<file path="config.mk">
export PLATFORM = sky130hd
export DESIGN_NAME = pedal_adc_to_torque_scaler_flat
export DESIGN_NICKNAME = d
export VERILOG_FILES = /design/src/rtl/pats_pkg.sv /design/src/rtl/pats_if.sv /design/src/rtl/pats_front.sv /design/src/rtl/pats_fifo.sv /design/src/rtl/pats_back.sv /design/src/rtl/pedal_adc_to_torque_scaler.sv /design/src/flat_wrapper.sv
export SDC_FILE = /design/constraint.sdc
export NUM_CORES = 2
export LEC_CHECK = 0
export BUFFER_PORTS_ARGS = -buffer_cell sky130_fd_sc_hd__buf_2
export CAP_MARGIN = 20
export CELL_PAD_IN_SITES_DETAIL_PLACEMENT = 1
export CELL_PAD_IN_SITES_GLOBAL_PLACEMENT = 2
export CORE_ASPECT_RATIO = 0.6
export CORE_MARGIN = 5
export CORE_UTILIZATION = 42
export CTS_CLUSTER_DIAMETER = 80
export DETAILED_ROUTE_END_ITERATION = 16
export GPL_TIMING_DRIVEN = 0
export PLACE_DENSITY = 0.73
export SYNTH_ARGS = -nofsm -noshare
export SYNTH_HDL_FRONTEND = slang
export SYNTH_SLANG_ARGS = --single-unit
</file>
<file path="constraint.sdc">
create_clock -name clk -period 33.7 [get_ports clk]
set_input_delay 3.37 -clock clk [delete_from_list [all_inputs] [get_ports clk]]
set_output_delay 3.37 -clock clk [all_outputs]
set_load 0.05 [all_outputs]
</file>
<file path="src/rtl/pats_pkg.sv">
// ----------------------------------------------------------------------------
// pats_pkg: shared types and constants of the pedal ADC to torque scaler
// Widths, register codes, the front-to-back queue entry and the divider
// stage record.
// ----------------------------------------------------------------------------
`default_nettype none

package pats_pkg;

  // ADC sample width; the configuration registers share it
  localparam int ADC_BITS   = 12;
  localparam int SPAN_W     = ADC_BITS + 1;   // signed difference of two samples
  localparam int NUM_W      = ADC_BITS + 9;   // signed rounding numerator
  localparam int MAG_W      = ADC_BITS + 8;   // numerator magnitude / quotient
  localparam int Q_W        = MAG_W + 2;      // signed quotient after correction

  // Output fields
  localparam int PCT_W      = 16;
  localparam int TRQ_W      = 15;
  localparam int CLAMP_W    = 7;              // holds 0..100

  localparam int PCT_FULL   = 100;
  localparam int PCT_HALF   = PCT_FULL / 2;
  localparam int TRQ_FULL   = 16'h5555;
  localparam int PCT_MAX    = 32767;
  localparam int PCT_MIN    = -32768;

  // Torque rounding: t = c*TRQ_FULL + PCT_HALF, then t / PCT_FULL by reciprocal
  localparam int    TRQ_PROD_W = 22;
  localparam int    RECIP_SH   = TRQ_PROD_W + 7;
  localparam int    RECIP_W    = RECIP_SH - 6;
  localparam longint RECIP     = ((longint'(1) << RECIP_SH) + PCT_FULL - 1) / PCT_FULL;
  localparam int    PM_W       = TRQ_PROD_W + RECIP_W;   // reciprocal product

  // Configuration port
  localparam int CFG_IDX_W  = 1;
  localparam int CFG_DATA_W = ADC_BITS;

  typedef enum logic [CFG_IDX_W-1:0] {
    CFG_RAW_MIN = 1'b0,
    CFG_RAW_MAX = 1'b1
  } cfg_idx_t;

  // Front-to-back queue
  localparam int FIFO_DEPTH = 4;
  localparam int FIFO_AW    = 2;

  // Classified item handed from the front to the back
  typedef struct packed {
    logic [MAG_W-1:0]    num_mag;    // |numerator|
    logic [ADC_BITS-1:0] den;        // |span|
    logic                q_neg;      // truncated quotient is negative
    logic                differ;     // numerator nonzero with sign unlike span
    logic                zero_span;  // raw_min equals raw_max
  } pats_item_t;

  // One stage of the restoring divider
  typedef struct packed {
    logic [ADC_BITS-1:0] rem;        // partial remainder
    logic [MAG_W-1:0]    nq;         // dividend bits left, quotient bits in
    logic [ADC_BITS-1:0] den;
    logic                q_neg;
    logic                differ;
    logic                zero_span;
  } div_st_t;

endpackage

`default_nettype wire

</file>
<file path="src/rtl/pats_if.sv">
// ----------------------------------------------------------------------------
// pats_in_if / pats_out_if: valid-ready channels of the scaler
// Sample channel into the block and result channel out of it.
// ----------------------------------------------------------------------------
`default_nettype none

interface pats_in_if;
  import pats_pkg::*;
  logic                valid;
  logic                ready;
  logic [ADC_BITS-1:0] raw_sample;

  modport source (output valid, output raw_sample, input ready);
  modport sink   (input valid, input raw_sample, output ready);
endinterface

interface pats_out_if;
  import pats_pkg::*;
  logic                    valid;
  logic                    ready;
  logic signed [PCT_W-1:0] pedal_percent;
  logic [TRQ_W-1:0]        torque_code;

  modport source (output valid, output pedal_percent, output torque_code, input ready);
  modport sink   (input valid, input pedal_percent, input torque_code, output ready);
endinterface

`default_nettype wire

</file>
<file path="src/rtl/pats_front.sv">
// ----------------------------------------------------------------------------
// pats_front: configuration registers and sample classification
// Forms the rounding numerator and the span, splits them into magnitudes
// and sign flags and pushes the transaction into the queue.
// ----------------------------------------------------------------------------
`default_nettype none

module pats_front
  import pats_pkg::*;
(
  input  wire logic                  clk,
  input  wire logic                  rst_n,
  input  wire logic                  cfg_we,
  input  wire logic [CFG_IDX_W-1:0]  cfg_idx,
  input  wire logic [CFG_DATA_W-1:0] cfg_wdata,
  pats_in_if.sink                    in_ch,
  output logic                       push_valid,
  input  wire logic                  push_ready,
  output pats_item_t                 push_item
);

  logic [ADC_BITS-1:0] raw_min_r, raw_max_r;

  logic signed [SPAN_W-1:0] diff, span, span_adj, half;
  logic signed [NUM_W-1:0]  num, num_abs, span_abs;
  logic                     num_neg, num_nz, span_neg, zero_span;

  // Configuration registers
  always_ff @(posedge clk) begin
    if (!rst_n) begin
      raw_min_r <= '0;
      raw_max_r <= '1;
    end else if (cfg_we) begin
      case (cfg_idx)
        CFG_RAW_MIN: raw_min_r <= cfg_wdata[ADC_BITS-1:0];
        CFG_RAW_MAX: raw_max_r <= cfg_wdata[ADC_BITS-1:0];
        default: ;
      endcase
    end
  end

  // Numerator (x - min)*100 + span/2, half span truncated toward zero
  always_comb begin
    diff      = $signed({1'b0, in_ch.raw_sample}) - $signed({1'b0, raw_min_r});
    span      = $signed({1'b0, raw_max_r}) - $signed({1'b0, raw_min_r});
    span_neg  = span[SPAN_W-1];
    zero_span = (span == '0);
    span_adj  = span + $signed({{(SPAN_W-1){1'b0}}, span_neg});
    half      = span_adj >>> 1;
    num       = NUM_W'(diff) * $signed(NUM_W'(PCT_FULL)) + NUM_W'(half);
    num_neg   = num[NUM_W-1];
    num_nz    = (num != '0);
    num_abs   = num_neg ? -num : num;
    span_abs  = span_neg ? -NUM_W'(span) : NUM_W'(span);
  end

  // Classified transaction
  always_comb begin
    push_item.num_mag   = num_abs[MAG_W-1:0];
    push_item.den       = span_abs[ADC_BITS-1:0];
    push_item.q_neg     = num_neg ^ span_neg;
    push_item.differ    = (num_neg && !span_neg && !zero_span) ||
                          (!num_neg && num_nz && span_neg);
    push_item.zero_span = zero_span;
  end

  assign push_valid  = in_ch.valid;
  assign in_ch.ready = push_ready;

endmodule

`default_nettype wire

</file>
<file path="src/rtl/pats_fifo.sv">
// ----------------------------------------------------------------------------
// pats_fifo: short queue between front and back
// Register-based FIFO; lets the front keep accepting while the back stalls.
// ----------------------------------------------------------------------------
`default_nettype none

module pats_fifo
  import pats_pkg::*;
(
  input  wire logic        clk,
  input  wire logic        rst_n,
  input  wire logic        push_valid,
  output logic             push_ready,
  input  pats_item_t       push_item,
  output logic             pop_valid,
  input  wire logic        pop_ready,
  output pats_item_t       pop_item
);

  pats_item_t           mem_r [FIFO_DEPTH];
  logic [FIFO_AW-1:0]   wr_ptr_r, rd_ptr_r;
  logic [FIFO_AW:0]     count_r, count_nxt;
  logic                 do_push, do_pop;

  assign push_ready = (count_r != (FIFO_AW+1)'(FIFO_DEPTH));
  assign pop_valid  = (count_r != '0);
  assign do_push    = push_valid && push_ready;
  assign do_pop     = pop_valid && pop_ready;
  assign pop_item   = mem_r[rd_ptr_r];

  // Occupancy
  always_comb begin
    count_nxt = count_r;
    if (do_push && !do_pop) begin
      count_nxt = count_r + (FIFO_AW+1)'(1);
    end else if (!do_push && do_pop) begin
      count_nxt = count_r - (FIFO_AW+1)'(1);
    end
  end

  always_ff @(posedge clk) begin
    if (!rst_n) begin
      wr_ptr_r <= '0;
      rd_ptr_r <= '0;
      count_r  <= '0;
    end else begin
      count_r <= count_nxt;
      if (do_push) wr_ptr_r <= wr_ptr_r + FIFO_AW'(1);
      if (do_pop)  rd_ptr_r <= rd_ptr_r + FIFO_AW'(1);
    end
  end

  // Storage
  always_ff @(posedge clk) begin
    if (do_push) begin
      mem_r[wr_ptr_r] <= push_item;
    end
  end

endmodule

`default_nettype wire

</file>
<file path="src/rtl/pats_back.sv">
// ----------------------------------------------------------------------------
// pats_back: divider pipeline, saturation and torque mapping
// One quotient bit per stage, then sign fix-up, saturation and clamping,
// then the torque rounding by reciprocal, into the output register.
// ----------------------------------------------------------------------------
`default_nettype none

module pats_back
  import pats_pkg::*;
(
  input  wire logic   clk,
  input  wire logic   rst_n,
  input  wire logic   pop_valid,
  output logic        pop_ready,
  input  pats_item_t  pop_item,
  pats_out_if.source  out_ch
);

  logic                    adv;
  logic [MAG_W:0]          div_vld_r;
  div_st_t                 div_r   [MAG_W+1];
  div_st_t                 div_nxt [MAG_W+1];

  logic                    p1_vld_r, p2_vld_r, out_valid_r;
  logic signed [Q_W-1:0]   q_r, q_nxt;
  logic signed [PCT_W-1:0] pct_r, pct_nxt, out_pct_r;
  logic [TRQ_PROD_W-1:0]   t_r, t_nxt;
  logic [CLAMP_W-1:0]      clamp;
  logic [PM_W-1:0]         prod;
  logic [TRQ_W-1:0]        out_trq_r;

  // The whole back end moves when the output register is free or drained
  assign adv       = !out_valid_r || out_ch.ready;
  assign pop_ready = adv;

  // Divider entry
  always_comb begin
    div_nxt[0].rem       = '0;
    div_nxt[0].nq        = pop_item.num_mag;
    div_nxt[0].den       = pop_item.den;
    div_nxt[0].q_neg     = pop_item.q_neg;
    div_nxt[0].differ    = pop_item.differ;
    div_nxt[0].zero_span = pop_item.zero_span;
  end

  // Restoring divider steps, one quotient bit each
  for (genvar k = 0; k < MAG_W; k++) begin : g_div
    logic [ADC_BITS:0] trial;
    logic              ge;
    always_comb begin
      trial = {div_r[k].rem, div_r[k].nq[MAG_W-1]};
      ge    = (trial >= {1'b0, div_r[k].den});
      div_nxt[k+1]     = div_r[k];
      div_nxt[k+1].rem = ge ? ADC_BITS'(trial - {1'b0, div_r[k].den})
                            : trial[ADC_BITS-1:0];
      div_nxt[k+1].nq  = {div_r[k].nq[MAG_W-2:0], ge};
    end
  end

  always_ff @(posedge clk) begin
    if (!rst_n) begin
      div_vld_r <= '0;
    end else if (adv) begin
      div_vld_r <= {div_vld_r[MAG_W-1:0], pop_valid};
    end
  end

  always_ff @(posedge clk) begin
    if (adv) begin
      for (int i = 0; i <= MAG_W; i++) begin
        div_r[i] <= div_nxt[i];
      end
    end
  end

  // Truncated signed quotient, minus one when signs differ; zero span is 50
  always_comb begin
    q_nxt = $signed({2'b00, div_r[MAG_W].nq});
    if (div_r[MAG_W].q_neg)  q_nxt = -q_nxt;
    if (div_r[MAG_W].differ) q_nxt = q_nxt - Q_W'(1);
    if (div_r[MAG_W].zero_span) q_nxt = Q_W'(PCT_HALF);
  end

  // Saturate to 16 bits, clamp to 0..100, start torque rounding
  always_comb begin
    if (q_r > $signed(Q_W'(PCT_MAX))) begin
      pct_nxt = PCT_W'(PCT_MAX);
    end else if (q_r < $signed(Q_W'(PCT_MIN))) begin
      pct_nxt = PCT_W'(PCT_MIN);
    end else begin
      pct_nxt = q_r[PCT_W-1:0];
    end
    if (q_r[Q_W-1]) begin
      clamp = '0;
    end else if (q_r > $signed(Q_W'(PCT_FULL))) begin
      clamp = CLAMP_W'(PCT_FULL);
    end else begin
      clamp = q_r[CLAMP_W-1:0];
    end
    t_nxt = TRQ_PROD_W'(clamp) * TRQ_PROD_W'(TRQ_FULL) + TRQ_PROD_W'(PCT_HALF);
  end

  // Division by 100 as multiply by the scaled reciprocal
  assign prod = PM_W'(t_r) * PM_W'(RECIP);

  always_ff @(posedge clk) begin
    if (!rst_n) begin
      p1_vld_r    <= 1'b0;
      p2_vld_r    <= 1'b0;
      out_valid_r <= 1'b0;
    end else if (adv) begin
      p1_vld_r    <= div_vld_r[MAG_W];
      p2_vld_r    <= p1_vld_r;
      out_valid_r <= p2_vld_r;
    end
  end

  always_ff @(posedge clk) begin
    if (adv) begin
      q_r       <= q_nxt;
      pct_r     <= pct_nxt;
      t_r       <= t_nxt;
      out_pct_r <= pct_r;
      out_trq_r <= prod[RECIP_SH +: TRQ_W];
    end
  end

  assign out_ch.valid         = out_valid_r;
  assign out_ch.pedal_percent = out_pct_r;
  assign out_ch.torque_code   = out_trq_r;

endmodule

`default_nettype wire

</file>
<file path="src/rtl/pedal_adc_to_torque_scaler.sv">
// ----------------------------------------------------------------------------
// pedal_adc_to_torque_scaler: pedal ADC sample to percent and torque code
// Top level: front classifier, queue and divider back end.
// ----------------------------------------------------------------------------
// Usage
//   in_ch  : valid/ready channel carrying one raw_sample per transaction.
//   out_ch : valid/ready channel with pedal_percent (signed, saturated to
//            16 bits, rounded to nearest) and torque_code (0..0x5555).
//   cfg_*  : write port; cfg_idx 0 is raw_min, 1 is raw_max. Write only
//            while no transaction is in flight.
// Timing
//   One transaction per cycle sustained while out_ch.ready stays high. An
//   accepted sample passes the queue, the divider pipeline (one quotient bit
//   per stage), then the quotient, saturation and output registers.
// Reset
//   rst_n is synchronous; raw_min returns to 0, raw_max to all ones and
//   the queue and pipeline empty.
// Backpressure
//   While a result waits with out_ch.ready low the back end holds; the
//   four-entry queue keeps in_ch.ready high until it fills.
// ----------------------------------------------------------------------------
`default_nettype none

module pedal_adc_to_torque_scaler
  import pats_pkg::*;
(
  input  wire logic                  clk,
  input  wire logic                  rst_n,
  input  wire logic                  cfg_we,
  input  wire logic [CFG_IDX_W-1:0]  cfg_idx,
  input  wire logic [CFG_DATA_W-1:0] cfg_wdata,
  pats_in_if.sink                    in_ch,
  pats_out_if.source                 out_ch
);

  logic       push_valid, push_ready, pop_valid, pop_ready;
  pats_item_t push_item, pop_item;

  pats_front u_front (
    .clk        (clk),
    .rst_n      (rst_n),
    .cfg_we     (cfg_we),
    .cfg_idx    (cfg_idx),
    .cfg_wdata  (cfg_wdata),
    .in_ch      (in_ch),
    .push_valid (push_valid),
    .push_ready (push_ready),
    .push_item  (push_item)
  );

  pats_fifo u_fifo (
    .clk        (clk),
    .rst_n      (rst_n),
    .push_valid (push_valid),
    .push_ready (push_ready),
    .push_item  (push_item),
    .pop_valid  (pop_valid),
    .pop_ready  (pop_ready),
    .pop_item   (pop_item)
  );

  pats_back u_back (
    .clk       (clk),
    .rst_n     (rst_n),
    .pop_valid (pop_valid),
    .pop_ready (pop_ready),
    .pop_item  (pop_item),
    .out_ch    (out_ch)
  );

endmodule

`default_nettype wire

</file>
<file path="src/flat_wrapper.sv">
// flat-port wrapper written by rule: the top's interface ports become plain ports
module pedal_adc_to_torque_scaler_flat import pats_pkg::*;
  (clk, rst_n, cfg_we, cfg_idx, cfg_wdata, in_ch_valid, in_ch_raw_sample, in_ch_ready, out_ch_valid, out_ch_pedal_percent, out_ch_torque_code, out_ch_ready);
  pats_in_if in_ch_i ();
  pats_out_if out_ch_i ();
  input  wire logic clk;
  input  wire logic rst_n;
  input  wire logic cfg_we;
  input  wire logic [CFG_IDX_W-1:0] cfg_idx;
  input  wire logic [CFG_DATA_W-1:0] cfg_wdata;
  input wire logic [$bits(in_ch_i.valid)-1:0] in_ch_valid;
  input wire logic [$bits(in_ch_i.raw_sample)-1:0] in_ch_raw_sample;
  output wire logic [$bits(in_ch_i.ready)-1:0] in_ch_ready;
  output wire logic [$bits(out_ch_i.valid)-1:0] out_ch_valid;
  output wire logic [$bits(out_ch_i.pedal_percent)-1:0] out_ch_pedal_percent;
  output wire logic [$bits(out_ch_i.torque_code)-1:0] out_ch_torque_code;
  input wire logic [$bits(out_ch_i.ready)-1:0] out_ch_ready;
  assign in_ch_i.valid = in_ch_valid;
  assign in_ch_i.raw_sample = in_ch_raw_sample;
  assign in_ch_ready = in_ch_i.ready;
  assign out_ch_valid = out_ch_i.valid;
  assign out_ch_pedal_percent = out_ch_i.pedal_percent;
  assign out_ch_torque_code = out_ch_i.torque_code;
  assign out_ch_i.ready = out_ch_ready;
  pedal_adc_to_torque_scaler u_core (.clk(clk), .rst_n(rst_n), .cfg_we(cfg_we), .cfg_idx(cfg_idx), .cfg_wdata(cfg_wdata), .in_ch(in_ch_i), .out_ch(out_ch_i));
endmodule
</file>
Yosys cells after proc, flatten, opt, wreduce, memory -nomap -nowiden

Memories as Yosys holds them, arrays and structs flattened. A register that Yosys moved wholly into a read port is not among the register bits.
Index checks and enable logic that the tools add are counted.

Register bits: 146
Bits in writable memories: 1127
Output and inout bits: 33
Memories: 2

Add/subtract/negate cells: 33
Multiply operators: 3
$lt $le $gt $ge: 23
Equal/unequal tests: 1
Mux-type cells: 35
Bitwise operators: 2
Reduce and logical (&&, ||, !) cells: 22

Memories:

| name                | depth | width | rd ports | clocked after Yosys merged registers in | wr ports | line            | text |
|---|---|---|---|---|---|---|---|
| u_core.u_back.div_r | 21    | 47    | 21       | 0                                       | 21       | pats_back.sv:21 | `div_st_t div_r [MAG_W+1];` |
| u_core.u_fifo.mem_r | 4     | 35    | 1        | 1                                       | 1        | pats_fifo.sv:20 | `pats_item_t mem_r [FIFO_DEPTH];` |

Operators by type and width:

| operator                                                                | number |
|---|---|
| 13-bit by 12-bit >= comparator with 1-bit output                        | 20 |
| 12-bit two-way mux                                                      | 21 |
| 12-bit subtractor                                                       | 20 |
| 22-bit two-way mux                                                      | 2 |
| 22-bit by 22-bit multiplier with 43-bit output (second input constant)  | 1 |
| 12-bit by 12-bit subtractor with 13-bit output                          | 2 |
| 22-bit by 6-bit adder with 22-bit output (second input constant)        | 1 |
| 22-bit by 16-bit > comparator with 1-bit output (second input constant) | 1 |
| 22-bit by 8-bit > comparator with 1-bit output (second input constant)  | 1 |
| 22-bit by 16-bit < comparator with 1-bit output (second input constant) | 1 |
| 7-bit by 15-bit multiplier with 22-bit output (second input constant)   | 1 |
| 20-bit negation with 22-bit output                                      | 1 |
| 22-bit by 2-bit subtractor with 22-bit output (second input constant)   | 1 |
| 21-bit by 12-bit adder with 21-bit output                               | 1 |
| 21-bit nonzero test                                                     | 1 |
| 20-bit two-way mux                                                      | 1 |
| 20-bit negation                                                         | 1 |
| 13-bit by 6-bit multiplier with 19-bit output (second input constant)   | 1 |
| 16-bit two-way mux                                                      | 1 |
| 7-bit two-way mux                                                       | 2 |
| 13-bit by 2-bit adder with 13-bit output                                | 1 |
| 13-bit logical NOT                                                      | 1 |
| 12-bit negation                                                         | 1 |
| 1-bit logical AND                                                       | 8 |
| 14 further kinds                                                        | 27 |

Longest topological paths before layout

Depth in word-level cells: 7
Depth in mapped cells: 32
Depth with buffers taken out: 31

Cells and area by module

From an unflattened synthesis, not the netlist that was laid out.

Cell total of the unflattened synthesis: 5068
Area total of the unflattened synthesis: 66528.8 um2

Modules (own cells, without submodules):

| module     | times used | cells an instance | area an instance (um2) | seq. area each (um2) |
|---|---|---|---|---|
| pats_back  | 1          | 4237              | 56172.6                | 31770.5 |
| pats_fifo  | 1          | 231               | 5597.9                 | 4384.2 |
| pats_front | 1          | 600               | 4758.3                 | 480.5 |

Worst setup path after synthesis

Ideal clock, no wire load.

Path type: input to register
From: in out_ch_ready
To: mem u_core.u_back.div_r[0][0] in the netlist's numbering, enable pin
Library setup time: 1.810 ns
Arrival: 31.775 ns
Required time: 31.890 ns
Setup slack: 0.115 ns
Stages: 4
Buffers on the path: 2
Path through: nor2b_1 -> clkbuf_1 -> inv_1 -> buf_1

RTL lines:

| item               | line               | text |
|---|---|---|
| start: declaration | flat_wrapper.sv:17 | `input wire logic [$bits(out_ch_i.ready)-1:0] out_ch_ready;` |
| end: declaration   | pats_back.sv:21    |  |

==> impl_results.rst <==
.. list-table::
   :header-rows: 1

   * - Metric
     - Value
   * - Die area
     - 0.1639 mm2
   * - Quantity of hold-fixing buffers added after cts
     - 0
   * - Post-synthesis to final-layout area growth
     - 11.83%
   * - Sinks on the clock net
     - 1,239
   * - Footprint of the flip-flops and latches
     - 0.03664 mm2
   * - Overall die height
     - 315.6 um
   * - Count of TritonRoute iterations in the first routing pass
     - 5
   * - Initial core utilization
     - 0.4214
   * - Floorplan die width
     - 519.3 um
   * - Peak Freq
     - 0.1036 GHz
   * - Crit path max-delay family
     - compound AO/OA/AOI/OAI gates
   * - Fin worst setup slack
     - 24.05 ns
   * - Number of nets at the end of the flow
     - 5,937
   * - CTS max path bufs
     - 3
   * - Number of antenna violations at the first check in global routing
     - 2
   * - Std cell rows
     - 112
   * - Kind of end point of the critical path
     - flop
   * - Part of the Yosys area used for sequential elements
     - 0.5604
   * - CP required
     - 34.18 ns
   * - Worst setup path endpoint
     - u_core.u_fifo.mem_r[3][30]$_DFFE_PP_
   * - Routability congestion estimate from global placement
     - 0.8525
   * - Total global routing track utilization
     - 0.1775
   * - Routing usage on met1
     - 0.2911
   * - Clock root cell
     - clkbuf_16
   * - I/O Buffers
     - 61
   * - Count of cells resized by post-cts repair
     - 0
   * - Pin count of the biggest net entering global routing
     - 46
   * - Largest incremental delay on the critical path
     - 0.47 ns
   * - H-Tree Depth
     - 3
   * - Final-report max-slew violation count
     - 0
   * - Fillers
     - 15,640
   * - Worst reg-to-reg setup slack
     - 25.48 ns
   * - Clock latency reported for the late side of the worst-skew pair
     - 0.75 ns
   * - Synth Net Count
     - 5,721
   * - Path depth of the worst reg2reg path
     - 21
   * - Fraction of post-synthesis cell area in the top cell type by area
     - 0.5429
   * - Post-DR vias/cell
     - 5.122
   * - Critical path depth
     - 31
   * - Final non-filler cell total
     - 7,250
   * - TritonCTS clock tree
     - done
   * - Status
     - finished, final reports clean
   * - Post-synth top area cell
     - edfxtp_1
   * - Total negative setup slack
     - 0 ns
   * - Number of buffers created by CTS
     - 119
   * - Global-route met3 utilization
     - 0.03971
   * - Final setup violation count
     - 0
   * - Setup repair bufs after CTS
     - 0
   * - Clock-pin slew on the worst setup and hold paths
     - 0.06 ns
   * - Largest fanout of any net on the critical path
     - 10
   * - Share of the cycle needed by the critical path after routing
     - 0.2863
   * - Final worst clock skew
     - 0.02932 ns
   * - Vias in the first global route
     - 38,880
   * - Detailed Route WL
     - 144.1 mm
   * - Remaining DRCs
     - 0
   * - Met2 routing resource usage after global routing
     - 0.2390
   * - Number of flops mapped to enable cells by yosys
     - 1,182
   * - DR vias
     - 37,140
   * - Ys Warns
     - 0
   * - Number of ports placed on the die boundary
     - 63
   * - Data arrival time of the critical path
     - 10.12 ns
   * - Critical R2R Launch
     - u_core.u_back.t_r[9]$_DFFE_PN_
   * - Primary flip-flop cell chosen by synthesis mapping
     - edfxtp_1
   * - Headroom to the max-slew limit
     - 0.3577
   * - Crit path launch
     - in_ch_raw_sample[1]
   * - Crit Path Class
     - in -> reg
   * - Post-place setup slack
     - 23.29 ns
   * - Number of distinct library cells after synthesis
     - 81
   * - Post-synth design cell area
     - 0.06537 mm2
   * - Share of post-route cells with drive strength above 1
     - 0.1001
   * - Number of hold-slack violations in the final timing report
     - 0
   * - Final HPWL DP
     - 111.6 mm
   * - Synthesized area per cell
     - 13.41 um2
   * - Most Frequent Cell on Critical Path
     - a21o_1
   * - # placed instances
     - 7,020
   * - Highest-delay cell along the critical path
     - fa_1
   * - Post-Synthesis Cells
     - 4,875
   * - Worst Hold Class
     - reg -> reg
   * - Worst Max-Slew Pin Slew
     - 0.9589 ns
   * - Per-cell routed wire length
     - 19.87 um
   * - Count of buffering cells on the critical path with inverters included
     - 2
   * - Number of synthesized register bits
     - 1,239
   * - Iteration-0 DRC Markers
     - 2,521
   * - Endpoint of the worst-slack reg-to-reg timing path
     - u_core.u_back.out_ch.torque_code[13]$_DFFE_PN_
   * - Core Region
     - 0.1551 mm2
   * - Multi-input gate area
     - 0.02612 mm2
   * - Remaining number of nets flagged by the antenna check after routing
     - 0
   * - Top Usage Layer GRT
     - met1
   * - Worst Setup Start Kind
     - input port
   * - Clock period minus worst slack
     - 9.648 ns
   * - Global route total overflow
     - 0
   * - Share of async-settable or async-resettable flops after synthesis
     - 0
   * - RSZ-0062 raised after global routing
     - no
   * - Max capacitance violation total
     - 0
   * - Global-route wire length before repair
     - 228.4 mm
   * - Cell types occupying the most area after synthesis
     - edfxtp_1, ha_1, fa_1, inv_1, mux2_2
## cells by family after synthesis
group | count (synthesis) | share of synthesized area
simple gates | 891 | 0.06473
compound gates | 743 | 0.07315
fa+ha+maj | 816 | 0.1810
xor+xnor | 264 | 0.03583
flops | 1239 | 0.5604
mux | 229 | 0.04473
buf+inv | 693 | 0.04017
## worst min-delay path by stage
stage                                          startpoint                               endpoint  slack [ns]  depth (start not counted)
CTS                 u_core.u_back.div_r[1][348]$_DFFE_PN_   u_core.u_back.div_r[2][20]$_DFFE_PN_        0.40                          0
global placement    u_core.u_back.div_r[1][111]$_DFFE_PN_  u_core.u_back.div_r[1][159]$_DFFE_PN_        0.40                          0
detailed placement  u_core.u_back.div_r[0][304]$_DFFE_PN_  u_core.u_back.div_r[0][352]$_DFFE_PN_        0.41                          0
floorplan            u_core.u_back.div_r[0][62]$_DFFE_PN_  u_core.u_back.div_r[0][110]$_DFFE_PN_        0.40                          0
global route        u_core.u_back.div_r[1][349]$_DFFE_PN_   u_core.u_back.div_r[2][21]$_DFFE_PN_        0.40                          0
finish              u_core.u_back.div_r[2][157]$_DFFE_PN_  u_core.u_back.div_r[2][205]$_DFFE_PN_        0.40                          0
## metrics by stage
stage | util | area [um2] | hold slack (ns)
floorplan | - | 65370 | 0.4003
detailed placement | 0.4441 | 68890 | 0.4052
global placement | 0.4399 | 68250 | 0.4004
finish | 0.4713 | 73110 | 0.4016
global route | 0.4713 | 73110 | 0.4023
CTS | 0.4712 | 73090 | 0.4007
## metal layers
layer / vias to the layer above / wire, um / share of wire
li1: 17990 / - / -
met3: 139 / 7569 / 0.053
met4: 0 / 2222 / 0.015
met2: 527 / 55260 / 0.38
met1: 18480 / 79020 / 0.55
met5: - / 0 / 0
## sequential cells by signal (all words and copies together) (netlist names), named ones only
| signal | cells |
|---|---|
| u_core.u_back.out_ch.valid | 1 |
| u_core.u_back.div_r | 951 |
| u_core.u_back.q_r | 22 |
| u_core.u_back.out_ch.pedal_percent | 16 |
| u_core.u_back.t_r | 22 |
| u_core.u_fifo.rd_ptr_r | 2 |
| u_core.u_back.out_ch.torque_code | 15 |
| u_core.u_fifo.mem_r | 140 |
| u_core.u_back.pct_r | 16 |
| u_core.u_fifo.wr_ptr_r | 2 |
| u_core.u_back.p2_vld_r | 1 |
| u_core.u_front.raw_min_r | 12 |
| u_core.u_front.raw_max_r | 12 |
| u_core.u_back.p1_vld_r | 1 |
| u_core.u_fifo.count_r | 3 |
| u_core.u_back.div_vld_r | 21 |
## cells in the final DEF, fill, tap and decap left out, types with 21 or more instances in the layout
cell	n
clkbuf_1	67
o21bai_1	27
o21ai_0	177
xor2_1	83
clkbuf_16	119
nor2b_1	72
ha_1	600
inv_1	626
a21o_1	37
nor3_1	48
fa_1	216
mux4_2	35
buf_12	32
buf_2	67
a21boi_0	103
mux2i_1	39
nand4_1	69
nand3_1	50
xnor2_1	178
a211oi_1	23
nand2_1	276
o21a_1	46
nand2b_1	52
nor2_1	236
clkinv_2	21
a21oi_1	183
edfxtp_1	1182
mux2_2	155
o31ai_1	33
dfxtp_1	57
## synthesized netlist by cell type, types with 17 or more instances
library cell  number
inv_1            626
nand4_1           69
o31ai_1           33
o31a_1            19
ha_1             600
a21boi_0         103
nor3_1            48
dfxtp_1           57
a211oi_1          23
o21ai_0          177
or3_1             17
a21oi_1          183
o21bai_1          27
mux2i_1           39
a21o_1            37
nand2_1          276
fa_1             216
o211ai_1          18
clkbuf_1          53
o21a_1            46
nand3_1           50
nor2b_1           72
nor2_1           236
mux4_2            35
xnor2_1          178
edfxtp_1        1182
nand2b_1          52
mux2_2           155
xor2_1            83
## cell type report
class,count,share of cell area
Sequential cell,1239,0.5011
Multi-Input combinational cell,2943,0.3572
Clock buffer,138,0.04239
Tap cell,2052,0.03512
Inverter,627,0.03219
Clock inverter,88,0.01503
Timing Repair Buffer,95,0.01311
Buffer,66,0.003748
Antenna cell,2,0.00006846
Power is not shown: default switching activity piles up to over one toggle a cycle in this logic, so the estimate is an artifact.
